===== src/design/imk_pkg.sv =====
`timescale 1ns / 1ps

package imk_pkg;

    localparam int TONE_W = 16;
    localparam int UNIT_W = 16;
    localparam int CNT_W = 8;

    localparam logic [CNT_W-1:0] DAH_UNITS = CNT_W'(3);
    localparam logic [CNT_W-1:0] MODE_A_ELEMENTS = CNT_W'(2);

    localparam logic [1:0] OP_POLL = 2'd0;
    localparam logic [1:0] OP_ENABLE = 2'd1;
    localparam logic [1:0] OP_DISABLE = 2'd2;

    localparam logic [1:0] KEY_STRAIGHT = 2'd0;
    localparam logic [1:0] KEY_IAMBIC_A = 2'd1;
    localparam logic [1:0] KEY_IAMBIC_B = 2'd2;

    localparam int ADDR_W = 4;
    localparam logic [ADDR_W-1:0] ADDR_KEY_MODE = 4'h0;
    localparam logic [ADDR_W-1:0] ADDR_TONE_PERIOD = 4'h4;
    localparam logic [ADDR_W-1:0] ADDR_UNIT_PERIOD = 4'h8;

    typedef enum logic [3:0] {
        ST_DISABLED = 4'd0,
        ST_IDLE = 4'd1,
        ST_STR_IDLE = 4'd2,
        ST_STR_DOWN = 4'd3,
        ST_IAM_IDLE = 4'd4,
        ST_DIT = 4'd5,
        ST_DAH = 4'd6,
        ST_DIT_GAP = 4'd7,
        ST_DAH_GAP = 4'd8
    } state_t;

    // Packed from the top down; tone_start lands in bit 0.
    typedef struct packed {
        logic pad;
        logic symbol_is_dah;
        logic symbol_valid;
        logic [CNT_W-1:0] gap_units;
        logic gap_valid;
        logic [UNIT_W-1:0] timer_value;
        logic timer_restart;
        logic [TONE_W-1:0] tone_value;
        logic tone_force_off;
        logic tone_stop;
        logic tone_start;
    } result_t;

    localparam int RESULT_W = $bits(result_t);

    function automatic logic [CNT_W-1:0] sat_inc(input logic [CNT_W-1:0] v);
        sat_inc = (v == {CNT_W{1'b1}}) ? v : v + CNT_W'(1);
    endfunction

endpackage


===== src/design/iambic_morse_keyer.sv =====
`timescale 1ns / 1ps

// Morse key controller. Each item on the s_ channel is one poll, enable or
// disable command plus the paddle levels and event bits; every item yields
// exactly one result item on the m_ channel. Items are taken one per clock
// while results drain: the state update and the result are formed in the
// cycle of acceptance and the result sits in a single output register, so
// it appears in the cycle after its item is taken. s_tready stays high while
// that register is empty or being drained, giving a sustained rate of one
// item per cycle. APB byte addresses: 0x0 key_mode, 0x4 tone_period, 0x8 unit_period.
module iambic_morse_keyer
    import imk_pkg::*;
(
    input  logic                aclk,
    input  logic                aresetn,

    input  logic                s_tvalid,
    output logic                s_tready,
    // dit_pressed, dah_pressed, unit_tick, dit_latch_set, dah_latch_set, 3'b0
    input  logic [7:0]          s_tdata,
    // op
    input  logic [1:0]          s_tuser,

    output logic                m_tvalid,
    input  logic                m_tready,
    // tone_start, tone_stop, tone_force_off, tone_value[15:0], timer_restart,
    // timer_value[15:0], gap_valid, gap_units[7:0], symbol_valid,
    // symbol_is_dah, 1'b0
    output logic [RESULT_W-1:0] m_tdata,

    input  logic                psel,
    input  logic                penable,
    input  logic                pwrite,
    input  logic [ADDR_W-1:0]   paddr,
    input  logic [31:0]         pwdata,
    output logic [31:0]         prdata,
    output logic                pready
);

    logic [1:0]        key_mode_reg;
    logic [TONE_W-1:0] tone_period_reg;
    logic [UNIT_W-1:0] unit_period_reg;

    state_t            state_reg, state_next;
    logic [CNT_W-1:0]  unit_count_reg, unit_count_next;
    logic [CNT_W-1:0]  element_count_reg, element_count_next;
    logic              dit_latched_reg, dit_latched_next;
    logic              dah_latched_reg, dah_latched_next;
    logic              tick_pending_reg, tick_pending_next;

    logic              m_tvalid_reg;
    result_t           m_tdata_reg;
    result_t           res;

    logic              accept;
    logic              cfg_write;
    logic [1:0]        op;
    logic              dit, dah, any;
    logic              tick_eff, dit_l, dah_l;
    logic              iambic;
    logic [CNT_W-1:0]  unit_inc, element_inc;
    logic              dah_done;
    logic              after_dah, dit_keep, dah_keep;
    logic              mode_a_stop;

    assign pready    = 1'b1;
    assign cfg_write = psel && penable && pwrite && pready;

    always_comb begin
        case (paddr)
            ADDR_KEY_MODE:    prdata = {30'd0, key_mode_reg};
            ADDR_TONE_PERIOD: prdata = {16'd0, tone_period_reg};
            ADDR_UNIT_PERIOD: prdata = {16'd0, unit_period_reg};
            default:          prdata = 32'd0;
        endcase
    end

    always_ff @(posedge aclk) begin
        if (!aresetn) begin
            key_mode_reg    <= KEY_STRAIGHT;
            tone_period_reg <= '0;
            unit_period_reg <= '0;
        end else if (cfg_write) begin
            case (paddr)
                ADDR_KEY_MODE:    key_mode_reg    <= pwdata[1:0];
                ADDR_TONE_PERIOD: tone_period_reg <= pwdata[TONE_W-1:0];
                ADDR_UNIT_PERIOD: unit_period_reg <= pwdata[UNIT_W-1:0];
                default: ;
            endcase
        end
    end

    assign s_tready = !m_tvalid_reg || m_tready;
    assign accept   = s_tvalid && s_tready;

    assign op  = s_tuser;
    assign dit = s_tdata[0];
    assign dah = s_tdata[1];
    assign any = dit || dah;

    // Event bits apply before the operation.
    assign tick_eff = tick_pending_reg || s_tdata[2];
    assign dit_l    = dit_latched_reg || s_tdata[3];
    assign dah_l    = dah_latched_reg || s_tdata[4];

    assign iambic      = (key_mode_reg == KEY_IAMBIC_A) || (key_mode_reg == KEY_IAMBIC_B);
    assign unit_inc    = sat_inc(unit_count_reg);
    assign element_inc = sat_inc(element_count_reg);
    assign dah_done    = unit_inc >= DAH_UNITS;

    assign after_dah   = (state_reg == ST_DAH_GAP);
    assign dit_keep    = after_dah ? dit_l : 1'b0;
    assign dah_keep    = after_dah ? 1'b0 : dah_l;
    assign mode_a_stop = !any && (key_mode_reg == KEY_IAMBIC_A)
                         && (element_inc >= MODE_A_ELEMENTS);

    always_comb begin
        state_next         = state_reg;
        unit_count_next    = unit_count_reg;
        element_count_next = element_count_reg;
        dit_latched_next   = dit_l;
        dah_latched_next   = dah_l;
        tick_pending_next  = tick_eff;
        case (op)
            OP_ENABLE:  state_next = ST_IDLE;
            OP_DISABLE: state_next = ST_DISABLED;
            OP_POLL: begin
                case (state_reg)
                    ST_IDLE: state_next = iambic ? ST_IAM_IDLE : ST_STR_IDLE;
                    ST_STR_IDLE: if (any) state_next = ST_STR_DOWN;
                    ST_STR_DOWN: if (!any) state_next = ST_IDLE;
                    ST_IAM_IDLE: begin
                        if (tick_eff) begin
                            tick_pending_next = 1'b0;
                            unit_count_next   = unit_inc;
                        end
                        if (any) begin
                            state_next         = dit ? ST_DIT : ST_DAH;
                            tick_pending_next  = 1'b0;
                            unit_count_next    = '0;
                            element_count_next = '0;
                        end
                    end
                    ST_DIT: begin
                        if (tick_eff) begin
                            tick_pending_next = 1'b0;
                            state_next        = ST_DIT_GAP;
                        end
                    end
                    ST_DAH: begin
                        if (tick_eff) begin
                            tick_pending_next = 1'b0;
                            unit_count_next   = unit_inc;
                            if (dah_done) state_next = ST_DAH_GAP;
                        end
                    end
                    ST_DIT_GAP, ST_DAH_GAP: begin
                        if (tick_eff) begin
                            tick_pending_next  = 1'b0;
                            unit_count_next    = '0;
                            element_count_next = element_inc;
                            dit_latched_next   = dit_keep;
                            dah_latched_next   = dah_keep;
                            if (mode_a_stop) begin
                                dit_latched_next = 1'b0;
                                dah_latched_next = 1'b0;
                                state_next       = ST_IDLE;
                            end else if (after_dah && dit_keep) begin
                                state_next = ST_DIT;
                            end else if (dah_keep) begin
                                state_next = ST_DAH;
                            end else if (dit_keep) begin
                                state_next = ST_DIT;
                            end else begin
                                state_next = ST_IDLE;
                            end
                        end
                    end
                    default: ;
                endcase
            end
            default: ;
        endcase
    end

    always_comb begin
        res = '0;
        case (op)
            OP_ENABLE, OP_DISABLE: res.tone_force_off = 1'b1;
            OP_POLL: begin
                case (state_reg)
                    ST_STR_IDLE: res.tone_start = any;
                    ST_STR_DOWN: res.tone_stop = !any;
                    ST_IAM_IDLE: begin
                        if (any) begin
                            res.gap_valid     = 1'b1;
                            res.gap_units     = tick_eff ? unit_inc : unit_count_reg;
                            res.tone_start    = 1'b1;
                            res.timer_restart = 1'b1;
                        end
                    end
                    ST_DIT: begin
                        res.tone_stop    = tick_eff;
                        res.symbol_valid = tick_eff;
                    end
                    ST_DAH: begin
                        if (tick_eff && dah_done) begin
                            res.tone_stop     = 1'b1;
                            res.symbol_valid  = 1'b1;
                            res.symbol_is_dah = 1'b1;
                        end
                    end
                    ST_DIT_GAP, ST_DAH_GAP: begin
                        res.tone_start = tick_eff
                                         && (state_next == ST_DIT || state_next == ST_DAH);
                    end
                    default: ;
                endcase
            end
            default: ;
        endcase
        res.tone_value  = res.tone_start ? tone_period_reg : '0;
        res.timer_value = res.timer_restart ? unit_period_reg : '0;
    end

    always_ff @(posedge aclk) begin
        if (!aresetn) begin
            state_reg         <= ST_DISABLED;
            unit_count_reg    <= '0;
            element_count_reg <= '0;
            dit_latched_reg   <= 1'b0;
            dah_latched_reg   <= 1'b0;
            tick_pending_reg  <= 1'b0;
            m_tvalid_reg      <= 1'b0;
        end else begin
            if (accept) begin
                state_reg         <= state_next;
                unit_count_reg    <= unit_count_next;
                element_count_reg <= element_count_next;
                dit_latched_reg   <= dit_latched_next;
                dah_latched_reg   <= dah_latched_next;
                tick_pending_reg  <= tick_pending_next;
            end
            if (s_tready) m_tvalid_reg <= s_tvalid;
        end
    end

    always_ff @(posedge aclk) begin
        if (accept) m_tdata_reg <= res;
    end

    assign m_tvalid = m_tvalid_reg;
    assign m_tdata  = m_tdata_reg;

endmodule


===== config.mk =====
export PLATFORM = sky130hd
export DESIGN_NAME = iambic_morse_keyer
export DESIGN_NICKNAME = d
export VERILOG_FILES = /design/src/design/imk_pkg.sv /design/src/design/iambic_morse_keyer.sv
export SDC_FILE = /design/constraint.sdc
export NUM_CORES = 1
export LEC_CHECK = 0
export CAP_MARGIN = 10
export CORE_MARGIN = 5
export CORE_UTILIZATION = 64
export CTS_BUF_LIST = sky130_fd_sc_hd__clkbuf_2
export CTS_CLUSTER_DIAMETER = 150
export DETAILED_ROUTE_END_ITERATION = 10
export DONT_BUFFER_PORTS = 1
export GPL_ROUTABILITY_DRIVEN = 1
export PLACE_DENSITY = 0.8
export SKIP_CTS_REPAIR_TIMING = 1
export SYNTH_ARGS = -nofsm -noshare
export SYNTH_HDL_FRONTEND = slang
export SYNTH_SLANG_ARGS = --single-unit

===== constraint.sdc =====
create_clock -name aclk -period 3.3 [get_ports aclk]
set_input_delay 0.495 -clock aclk [delete_from_list [all_inputs] [get_ports aclk]]
set_output_delay 0.495 -clock aclk [all_outputs]
set_load 0.03 [all_outputs]

; Word level (Yosys, flattened, before mapping)
; Cells that the tools add are included.
[classes]
add_sub_neg = 2
n_mul = 0
n_div = 0
magnitude_cmp = 2
eq_ne = 20
n_shift = 0
muxes = 48
bitwise = 0
reduce_logical = 32
[ops]
columns = cell, count
row1 = two-way mux 8 bit, 7
row2 = case mux 16 bit (3 select lines), 1
row3 = == test 4 x 3 -> 1 bit (second input constant), 7
row4 = two-way mux 4 bit, 7
row5 = case mux 4 bit (7 select lines), 1
row6 = case mux 8 bit (3 select lines), 1
row7 = two-way mux 1 bit, 19
row8 = adder 8 x 1 -> 8 bit (second input constant), 2
row9 = == test 8 bit (second input constant), 2
row10 = greater-or-equal comparator 8 x 2 -> 1 bit (second input constant), 2
row11 = case mux 8 bit (2 select lines), 1
row12 = two-way mux 3 bit, 5
row13 = case mux 4 bit (3 select lines), 1
row14 = AND reduction 2 bit, 5
row15 = == test 4 x 2 -> 1 bit (second input constant), 2
row16 = == test 4 bit (second input constant), 2
row17 = logical AND 1 bit, 8
row18 = logical OR 1 bit, 7
row19 = case mux 1 bit (3 select lines), 2
row20 = AND reduction 5 bit, 1
row21 = OR reduction 5 bit, 1
row22 = == test 2 x 1 -> 1 bit (second input constant), 2
row23 = == test 2 bit (second input constant), 2
row24 = == test 4 x 1 -> 1 bit (second input constant), 1
row25 = other kinds (11), 15
[word_totals]
reg_bits = 105
latchBits = 0
ram_bits = 0
rom_bits = 0
memories = 0

; Logic depth before layout (Yosys ltp)
; Gate-level depths: netlist (run 1).
[depth]
depth_word = 14
mapped_depth = 11
ltp_nobuf = 10

; Least setup slack after synthesis (run 1)
; OpenSTA, ideal clock, no wires.
[synth_path]
kind = input to register
from = input port m_tready
to = register unit_count_reg[0]
arrival_ps = 3291
required_ps = 3235
setup_slack_ps = -56
stages = 10
path_cell_list = nand2b_1 -> nand2_1 -> inv_1 -> nand2_1 -> o21bai_2 -> or2_2 -> clkbuf_1 -> nor3_1 -> a21oi_1 -> nor2b_1
[synth_via]
elab_chain_len = 3
[synth_lines]
columns = item, line
row1 = from (decl), iambic_morse_keyer.sv:25  ; input logic m_tready,
row2 = logical OR 1 bit, iambic_morse_keyer.sv:93  ; assign s_tready = !m_tvalid_reg || m_tready;
row3 = logical AND 1 bit, iambic_morse_keyer.sv:94  ; assign accept = s_tvalid && s_tready;
row4 = net accept, iambic_morse_keyer.sv:55  ; logic accept;
row5 = AND reduction 4 bit (no line), -
row6 = to (signal assigned), iambic_morse_keyer.sv:238  ; unit_count_reg <= unit_count_next;
row7 = to (decl), iambic_morse_keyer.sv:45  ; logic [CNT_W-1:0] unit_count_reg, unit_count_next;
; The timed path passes the listed nets, and every way through them passes these cells.
; A chain may end at the register's enable or synchronous reset.

; Final worst setup path (run 1)
[layout_path]
from = register unit_count_reg[0]
to = register m_tdata_reg, in the netlist m_tdata[4] (data pin)
[layout_via]
elab_chain_len = 12
word_cells_on_any_way = 14
classes_between = 1 x add/sub / 1 x order compare / 3 x eq/ne / 7 x mux / 2 x reduce/logical
[layout_lines]
columns = item, line
row1 = adder 8 x 1 -> 8 bit / == test 8 bit (equally long branches), imk_pkg.sv:55  ; sat_inc = (v == {CNT_W{1'b1}}) ? v : v + CNT_W'(1);
row2 = two-way mux 8 bit *, imk_pkg.sv:55
row3 = greater-or-equal comparator 8 x 2 -> 1 bit *, iambic_morse_keyer.sv:109  ; assign dah_done = unit_inc >= DAH_UNITS;
row4 = two-way mux 4 bit *, iambic_morse_keyer.sv:154  ; if (dah_done) state_next = ST_DAH_GAP;
row5 = two-way mux 4 bit *, iambic_morse_keyer.sv:151  ; if (tick_eff) begin
row6 = case mux 4 bit (7 select lines) *, iambic_morse_keyer.sv:128  ; case (state_reg)
row7 = case mux 4 bit (3 select lines) *, iambic_morse_keyer.sv:124  ; case (op)
row8 = == test 4 x 3 -> 1 bit, iambic_morse_keyer.sv:215  ; && (state_next == ST_DIT || state_next == ST_DAH);
row9 = logical OR 1 bit *, iambic_morse_keyer.sv:215
row10 = logical AND 1 bit *, iambic_morse_keyer.sv:215
row11 = case mux 1 bit (3 select lines) *, iambic_morse_keyer.sv:191  ; case (state_reg)
row12 = two-way mux 1 bit *, iambic_morse_keyer.sv:188  ; case (op)
row13 = to (signal assigned), iambic_morse_keyer.sv:249  ; if (accept) m_tdata_reg <= res;
row14 = to (decl), iambic_morse_keyer.sv:52  ; result_t m_tdata_reg;
; Every way passes the cells marked *; elsewhere a longest branch is shown, timed or not.

==> results of run 1 <==
## worst max-delay path, stage by stage, from the launching register on
cell and delay (ps):
dfxtp_1 530, ha_1 260, nand3_1 190, mux2i_1 180, a2111oi_2 490, a2111oi_1 180
a211oi_2 270, xor2_1 150, o21ai_4 460, and2_1 210
## how the worst max path moves through the flow
stage | start | to | slack (ps) | cells after the start
5_1_grt | unit_count_reg[0]$_SDFFE_PN0P_ | m_tdata[3]$_SDFFCE_PN0P_ | 10 | 9
3_5_place_dp | unit_count_reg[0]$_SDFFE_PN0P_ | m_tdata[18]$_SDFFCE_PN0P_ | 80 | 9
4_1_cts | unit_count_reg[0]$_SDFFE_PN0P_ | m_tdata[3]$_SDFFCE_PN0P_ | 10 | 9
3_3_place_gp | state_reg[2]$_SDFFE_PN0P_ | m_tdata[17]$_SDFFCE_PN0P_ | 230 | 8
6_report | unit_count_reg[0]$_SDFFE_PN0P_ | m_tdata[4]$_SDFFCE_PN0P_ | 260 | 9
2_1_floorplan | m_tready | unit_count_reg[6]$_SDFFE_PN0P_ | 270 | 9
## stage by stage
step,util [%],setup WS [ps]
detailed placement,65.80,79.99
finish,70.21,264.5
global route,70.21,13.39
global placement,65.80,225.1
floorplan,-,268.9
CTS,67.32,11.98
## layout by cell type, fill, tap and decap left out, types with 4 or more instances in the layout
| cell | n |
|---|---|
| nor3_1 | 9 |
| nor2_1 | 42 |
| clkbuf_2 | 9 |
| nor2b_1 | 15 |
| nand4_1 | 5 |
| a21oi_1 | 20 |
| conb_1 | 18 |
| buf_4 | 11 |
| nand2_1 | 85 |
| xor2_1 | 4 |
| and2_1 | 27 |
| dlygate4sd3_1 | 21 |
| dfxtp_1 | 58 |
| a21boi_0 | 34 |
| edfxtp_1 | 47 |
| a21o_1 | 4 |
| nand3_1 | 10 |
| a22o_1 | 14 |
| and4_1 | 4 |
| o21bai_1 | 6 |
| a31oi_1 | 9 |
| nor3b_1 | 6 |
| a32oi_1 | 5 |
| ha_1 | 6 |
| o21ai_0 | 24 |
| and2_4 | 9 |
| inv_1 | 10 |
| nand2b_1 | 7 |
| mux2i_1 | 9 |
## logic make-up (layout without fill, tap and decap cells)
kind of cell    count (synthesis)  in the layout  share of synthesized area (%)
xor+xnor                        7              7                          1.135
flops                         105            105                          47.63
simple gates                  240            240                          22.96
buf+inv                        62             60                          6.023
compound gates                142            142                          19.06
mux                             9              9                          1.668
fa+ha+maj                       6              6                          1.390
other cells                     2             18                         0.1390
## per-layer routing
layer	global-route usage, %	share of wire [%]
met5	0	0
met4	9.586	2.8
met3	5.051	9.4
met2	36.77	46
met1	30.77	41
## final cells by class
cell class	count	area (um^2)
fill	623	2447
timing repair buffer	33	312.8
clock inverter	7	80.08
clock buffer	9	45.04
tap	105	131.4
inverter	11	45.04
sequential	105	2572
multi-input combinational	422	2582
## power breakdown
part | total (mW) | internal [mW] | switching, mW
Sequential | 1.47 | 1.40 | 0.0769
Combinational | 0.190 | 0.0678 | 0.122
Clock | 0.610 | 0.129 | 0.481
==> impl_metrics.yaml, run 1 <==
run_status:
  status: "finished, final reports clean"
synthesis:
  synth_top_area_share_pct: 26.13
  synth-main-ff-cell: "dfxtp_1"
  synth-edff-count: 47
  synth_sequential_area_ratio_pct: 47.63
  ys_warn_count: 0
  synth_area_um2: 5401
  yosys.area.top_type: "edfxtp_1"
  synth_commonest_cells: "nand2_1 (85), dfxtp_1 (58), edfxtp_1 (47)"
  yosysMostFrequentCell: "nand2_1"
  synth.distinct_cells: 65
  synth.area.top_cells: "edfxtp_1 (26%), dfxtp_1 (21%), nand2_1 (5.9%), a21boi_0 (4.7%), and2_1 (3.1%)"
  async_flop_share_pct: 0
  syn_inst: 573
  synth_area_per_cell_um2: 9.427
  ys_ff_latch: 105
power:
  ir_drop_mv: 0.2218
  pwr_density_cell_nw_per_um2: 394.0
  p_total_mw: 2.273
  leakage_nw: 2.063
global_route:
  grt_overflow: 0
  grt_pass1_wl_um: 19010
  antenna_found_initial: 0
  grt_pass1_vias: 3849
  grt_start_max_net_pins: 59
  grt_usage_pct: 23.10
route:
  vias_per_cell: 6.098
  drc: 0
  ant_nets: 0
  wl_um: 12480
  first_iter_violations: 317
  first_pass_iters: 5
  drt-wirelength-per-cell_um: 18.04
  vias: 4220
sta:
  rsz0062_at_grt: "false"
  tightest_slew_ps: 921.5
  fmax_mhz: 329.4
  period_share_pct: 91.98
  hold_viol: 0
  max_slew_margin_pct: 38.09
  fin_skew_ps: 53.02
  setup_viol: 0
  fin_tns_setup_ps: 0
  hold_slack_ps: 20.65
  finalCriticalPeriod_ps: 3035
  slew_viol_final: 0
min_path:
  min_to: "tone_period_reg[9]$_SDFFE_PN0P_"
  holdCritPathClass: "input pin to flip-flop"
  hold_path.startpoint: "pwdata[9]"
  min_path_cells: 2
final_layout:
  drive_above_1_share_pct: 9.370
  insertedDiodeCount: 0
  finalInstanceArea_um2: 5769
  finalNetCount: 641
  largest_reg_flops: 47
  syn_to_final_growth_pct: 6.810
  stdcell_count: 692
floorplanning:
  die_x_um: 101.9
  coreArea_um2: 8217
  die_area_um2: 10380
  die_h_um: 101.9
  rows: 33
  start_util_pct: 65.74
  ios: 136
worst_setup_path:
  rr_endpoint: "m_tdata[4]$_SDFFCE_PN0P_"
  cp.required_ps: 3750
  critical_path_class: "flip-flop to flip-flop"
  path_max_fanout: 17
  worstPathArrival_ps: 3490
  rrSetupSlack_ps: 260
  endpoint_kind: "flip-flop"
  start_kind: "flip-flop"
  worstRegToRegCells: 9
  reg2reg_from: "unit_count_reg[0]$_SDFFE_PN0P_"
placed_design:
  dp_hpwl_um: 8255
  post_dp_cell_area_um2: 5406
  place.gp.congestion: 0.9139
  portBuffers: 0
  post-place-cells: 654
run:
  maxCapViolCount: 0
clocking:
  clock-root-buffer: "clkbuf_2"
  path_clk_slew_ps: 310
  numCtsBuffers: 9
  clkSinkCount: 105
  cts_tree: "built"
  clock_latency_ps: 600
  cts-htree-levels: 3
  cts.path.max_buffers: 2
Note: power is estimated with default switching activity, not from simulation.
==> run 2: changes to the inputs <==
--- a/config.mk
+++ b/config.mk
@@ -13,6 +13,7 @@
 export DETAILED_ROUTE_END_ITERATION = 10
 export DONT_BUFFER_PORTS = 1
 export GPL_ROUTABILITY_DRIVEN = 1
+export HOLD_SLACK_MARGIN = 0.1
 export PLACE_DENSITY = 0.8
 export SKIP_CTS_REPAIR_TIMING = 1
 export SYNTH_ARGS = -nofsm -noshare
==> impl_metrics.yaml, run 2 (synthesis gave the netlist of run 1 again) <==
final_layout:
  drive_above_1_share_pct: 9.370
  syn_to_final_growth_pct: 6.810
  largest_reg_flops: 47
  insertedDiodeCount: 0
  final_common_cell: "nand2_1"
  stdcell_count: 692
  final_core_util_pct: 70.21
  final_cell_mix: "nand2_1 (85), dfxtp_1 (58), edfxtp_1 (47)"
  finalNetCount: 641
route:
  first_pass_iters: 5
  wl_um: 12280
  vias: 4209
  drc: 0
  ant_nets: 0
  first_iter_violations: 301
  vias_per_cell: 6.082
  drt-wirelength-per-cell_um: 17.74
power:
  leakage_nw: 2.063
  ir_drop_mv: 0.2217
  p_int_mw: 1.594
  power.share.clock_pct: 26.8
  p_switching_mw: 0.6780
  seqPwrFrac_pct: 64.9
  combPwrFrac_pct: 8.4
  pwr_density_cell_nw_per_um2: 393.8
  swShare_pct: 29.84
floorplanning:
  start_util_pct: 65.74
  coreArea_um2: 8217
  rows: 33
  die_h_um: 101.9
  die_area_um2: 10380
  ios: 136
  die_x_um: 101.9
run:
  maxCapViolCount: 0
sta:
  fin_skew_ps: 53.06
  tightest_slew_ps: 921.3
  fin_ws_ps: 259.1
  period_share_pct: 92.15
  rsz0062_at_grt: "false"
  setup_viol: 0
  fmax_mhz: 328.9
  finalCriticalPeriod_ps: 3041
  hold_slack_ps: 155.6
  slew_viol_final: 0
  max_slew_margin_pct: 38.11
  hold_viol: 0
  fin_tns_setup_ps: 0
clocking:
  path_clk_slew_ps: 310
  cts.path.max_buffers: 2
  cts_tree: "built"
  clock_latency_ps: 600
  numCtsBuffers: 9
  clock-root-buffer: "clkbuf_2"
  clkSinkCount: 105
  cts-htree-levels: 3
run_status:
  status: "finished, final reports clean"
worst_setup_path:
  cp.required_ps: 3740
  start_kind: "flip-flop"
  critical_path_class: "flip-flop to flip-flop"
  worstPathArrival_ps: 3490
  path_max_fanout: 17
  endpoint_kind: "flip-flop"
placed_design:
  post-place-cells: 654
  portBuffers: 0
  place.gp.congestion: 0.9139
  dp_slack_ps: 79.99
  dp_hpwl_um: 8255
global_route:
  grt_start_max_net_pins: 59
  grt_pass1_vias: 3849
  grt_pass1_wl_um: 19010
  grt_overflow: 0
  antenna_found_initial: 0
  grt_usage_pct: 23.10
min_path:
  holdCritPathClass: "input pin to flip-flop"
[run 2: cell counts in the layout (fill, tap and decap cells not counted)]
Identical to the previous run, type by type.
[run 2: worst paths after layout]
kind	start	endpoint	slack, ps	depth (start not counted)
worst min register to register	unit_period_reg[7]$_SDFFE_PN0P_	unit_period_reg[7]$_SDFFE_PN0P_	500	2
worst max register to register	unit_count_reg[0]$_SDFFE_PN0P_	m_tdata[4]$_SDFFCE_PN0P_	260	9
worst max-delay path	unit_count_reg[0]$_SDFFE_PN0P_	m_tdata[4]$_SDFFCE_PN0P_	260	9
worst min-delay path	s_tdata[3]	dit_latched_reg$_SDFFE_PN0P_	160	3
[run 2: power groups by stage]
stage | sequential (mW) | clock, mW | combinational [mW]
floorplan | 1.49 | 0 | 0.154
global placement | 1.50 | 0 | 0.151
detailed placement | 1.50 | 0 | 0.155
CTS | 1.47 | 0.620 | 0.155
global route | 1.48 | 0.672 | 0.207
finish | 1.47 | 0.608 | 0.190
[run 2: through the flow]
| step | power (mW) | area [um^2] |
|---|---|---|
| floorplan | 1.642 | 5465 |
| global placement | 1.649 | 5406 |
| detailed placement | 1.654 | 5406 |
| CTS | 2.250 | 5532 |
| global route | 2.359 | 5769 |
| finish | 2.272 | 5769 |
[run 2: final cells by class]
| class | instances | area [um^2] |
|---|---|---|
| inverters | 11 | 45.04 |
| repair buffers | 33 | 312.8 |
| flip-flops and latches | 105 | 2572 |
| well taps | 105 | 131.4 |
| fillers | 619 | 2447 |
| clock buffers | 9 | 45.04 |
| clock inverters | 7 | 80.08 |
| multi-input cells | 422 | 2582 |
[run 2: per-layer routing]
| layer | GRT usage [%] | vias up | share of wire, % |
|---|---|---|---|
| met1 | 30.77 | 1969 | 42 |
| met4 | 9.586 | 0 | 2.7 |
| met3 | 5.051 | 30 | 8.0 |
| li1 | - | 2017 | - |
| met2 | 36.77 | 193 | 47 |
| met5 | 0 | - | 0 |
[run 2: worst max-delay path: stages (launching register included)]
cell	delay, ps
dfxtp_1	520
ha_1	260
nand3_1	190
mux2i_1	180
a2111oi_2	480
a2111oi_1	180
a211oi_2	270
xor2_1	150
o21ai_4	470
and2_1	210
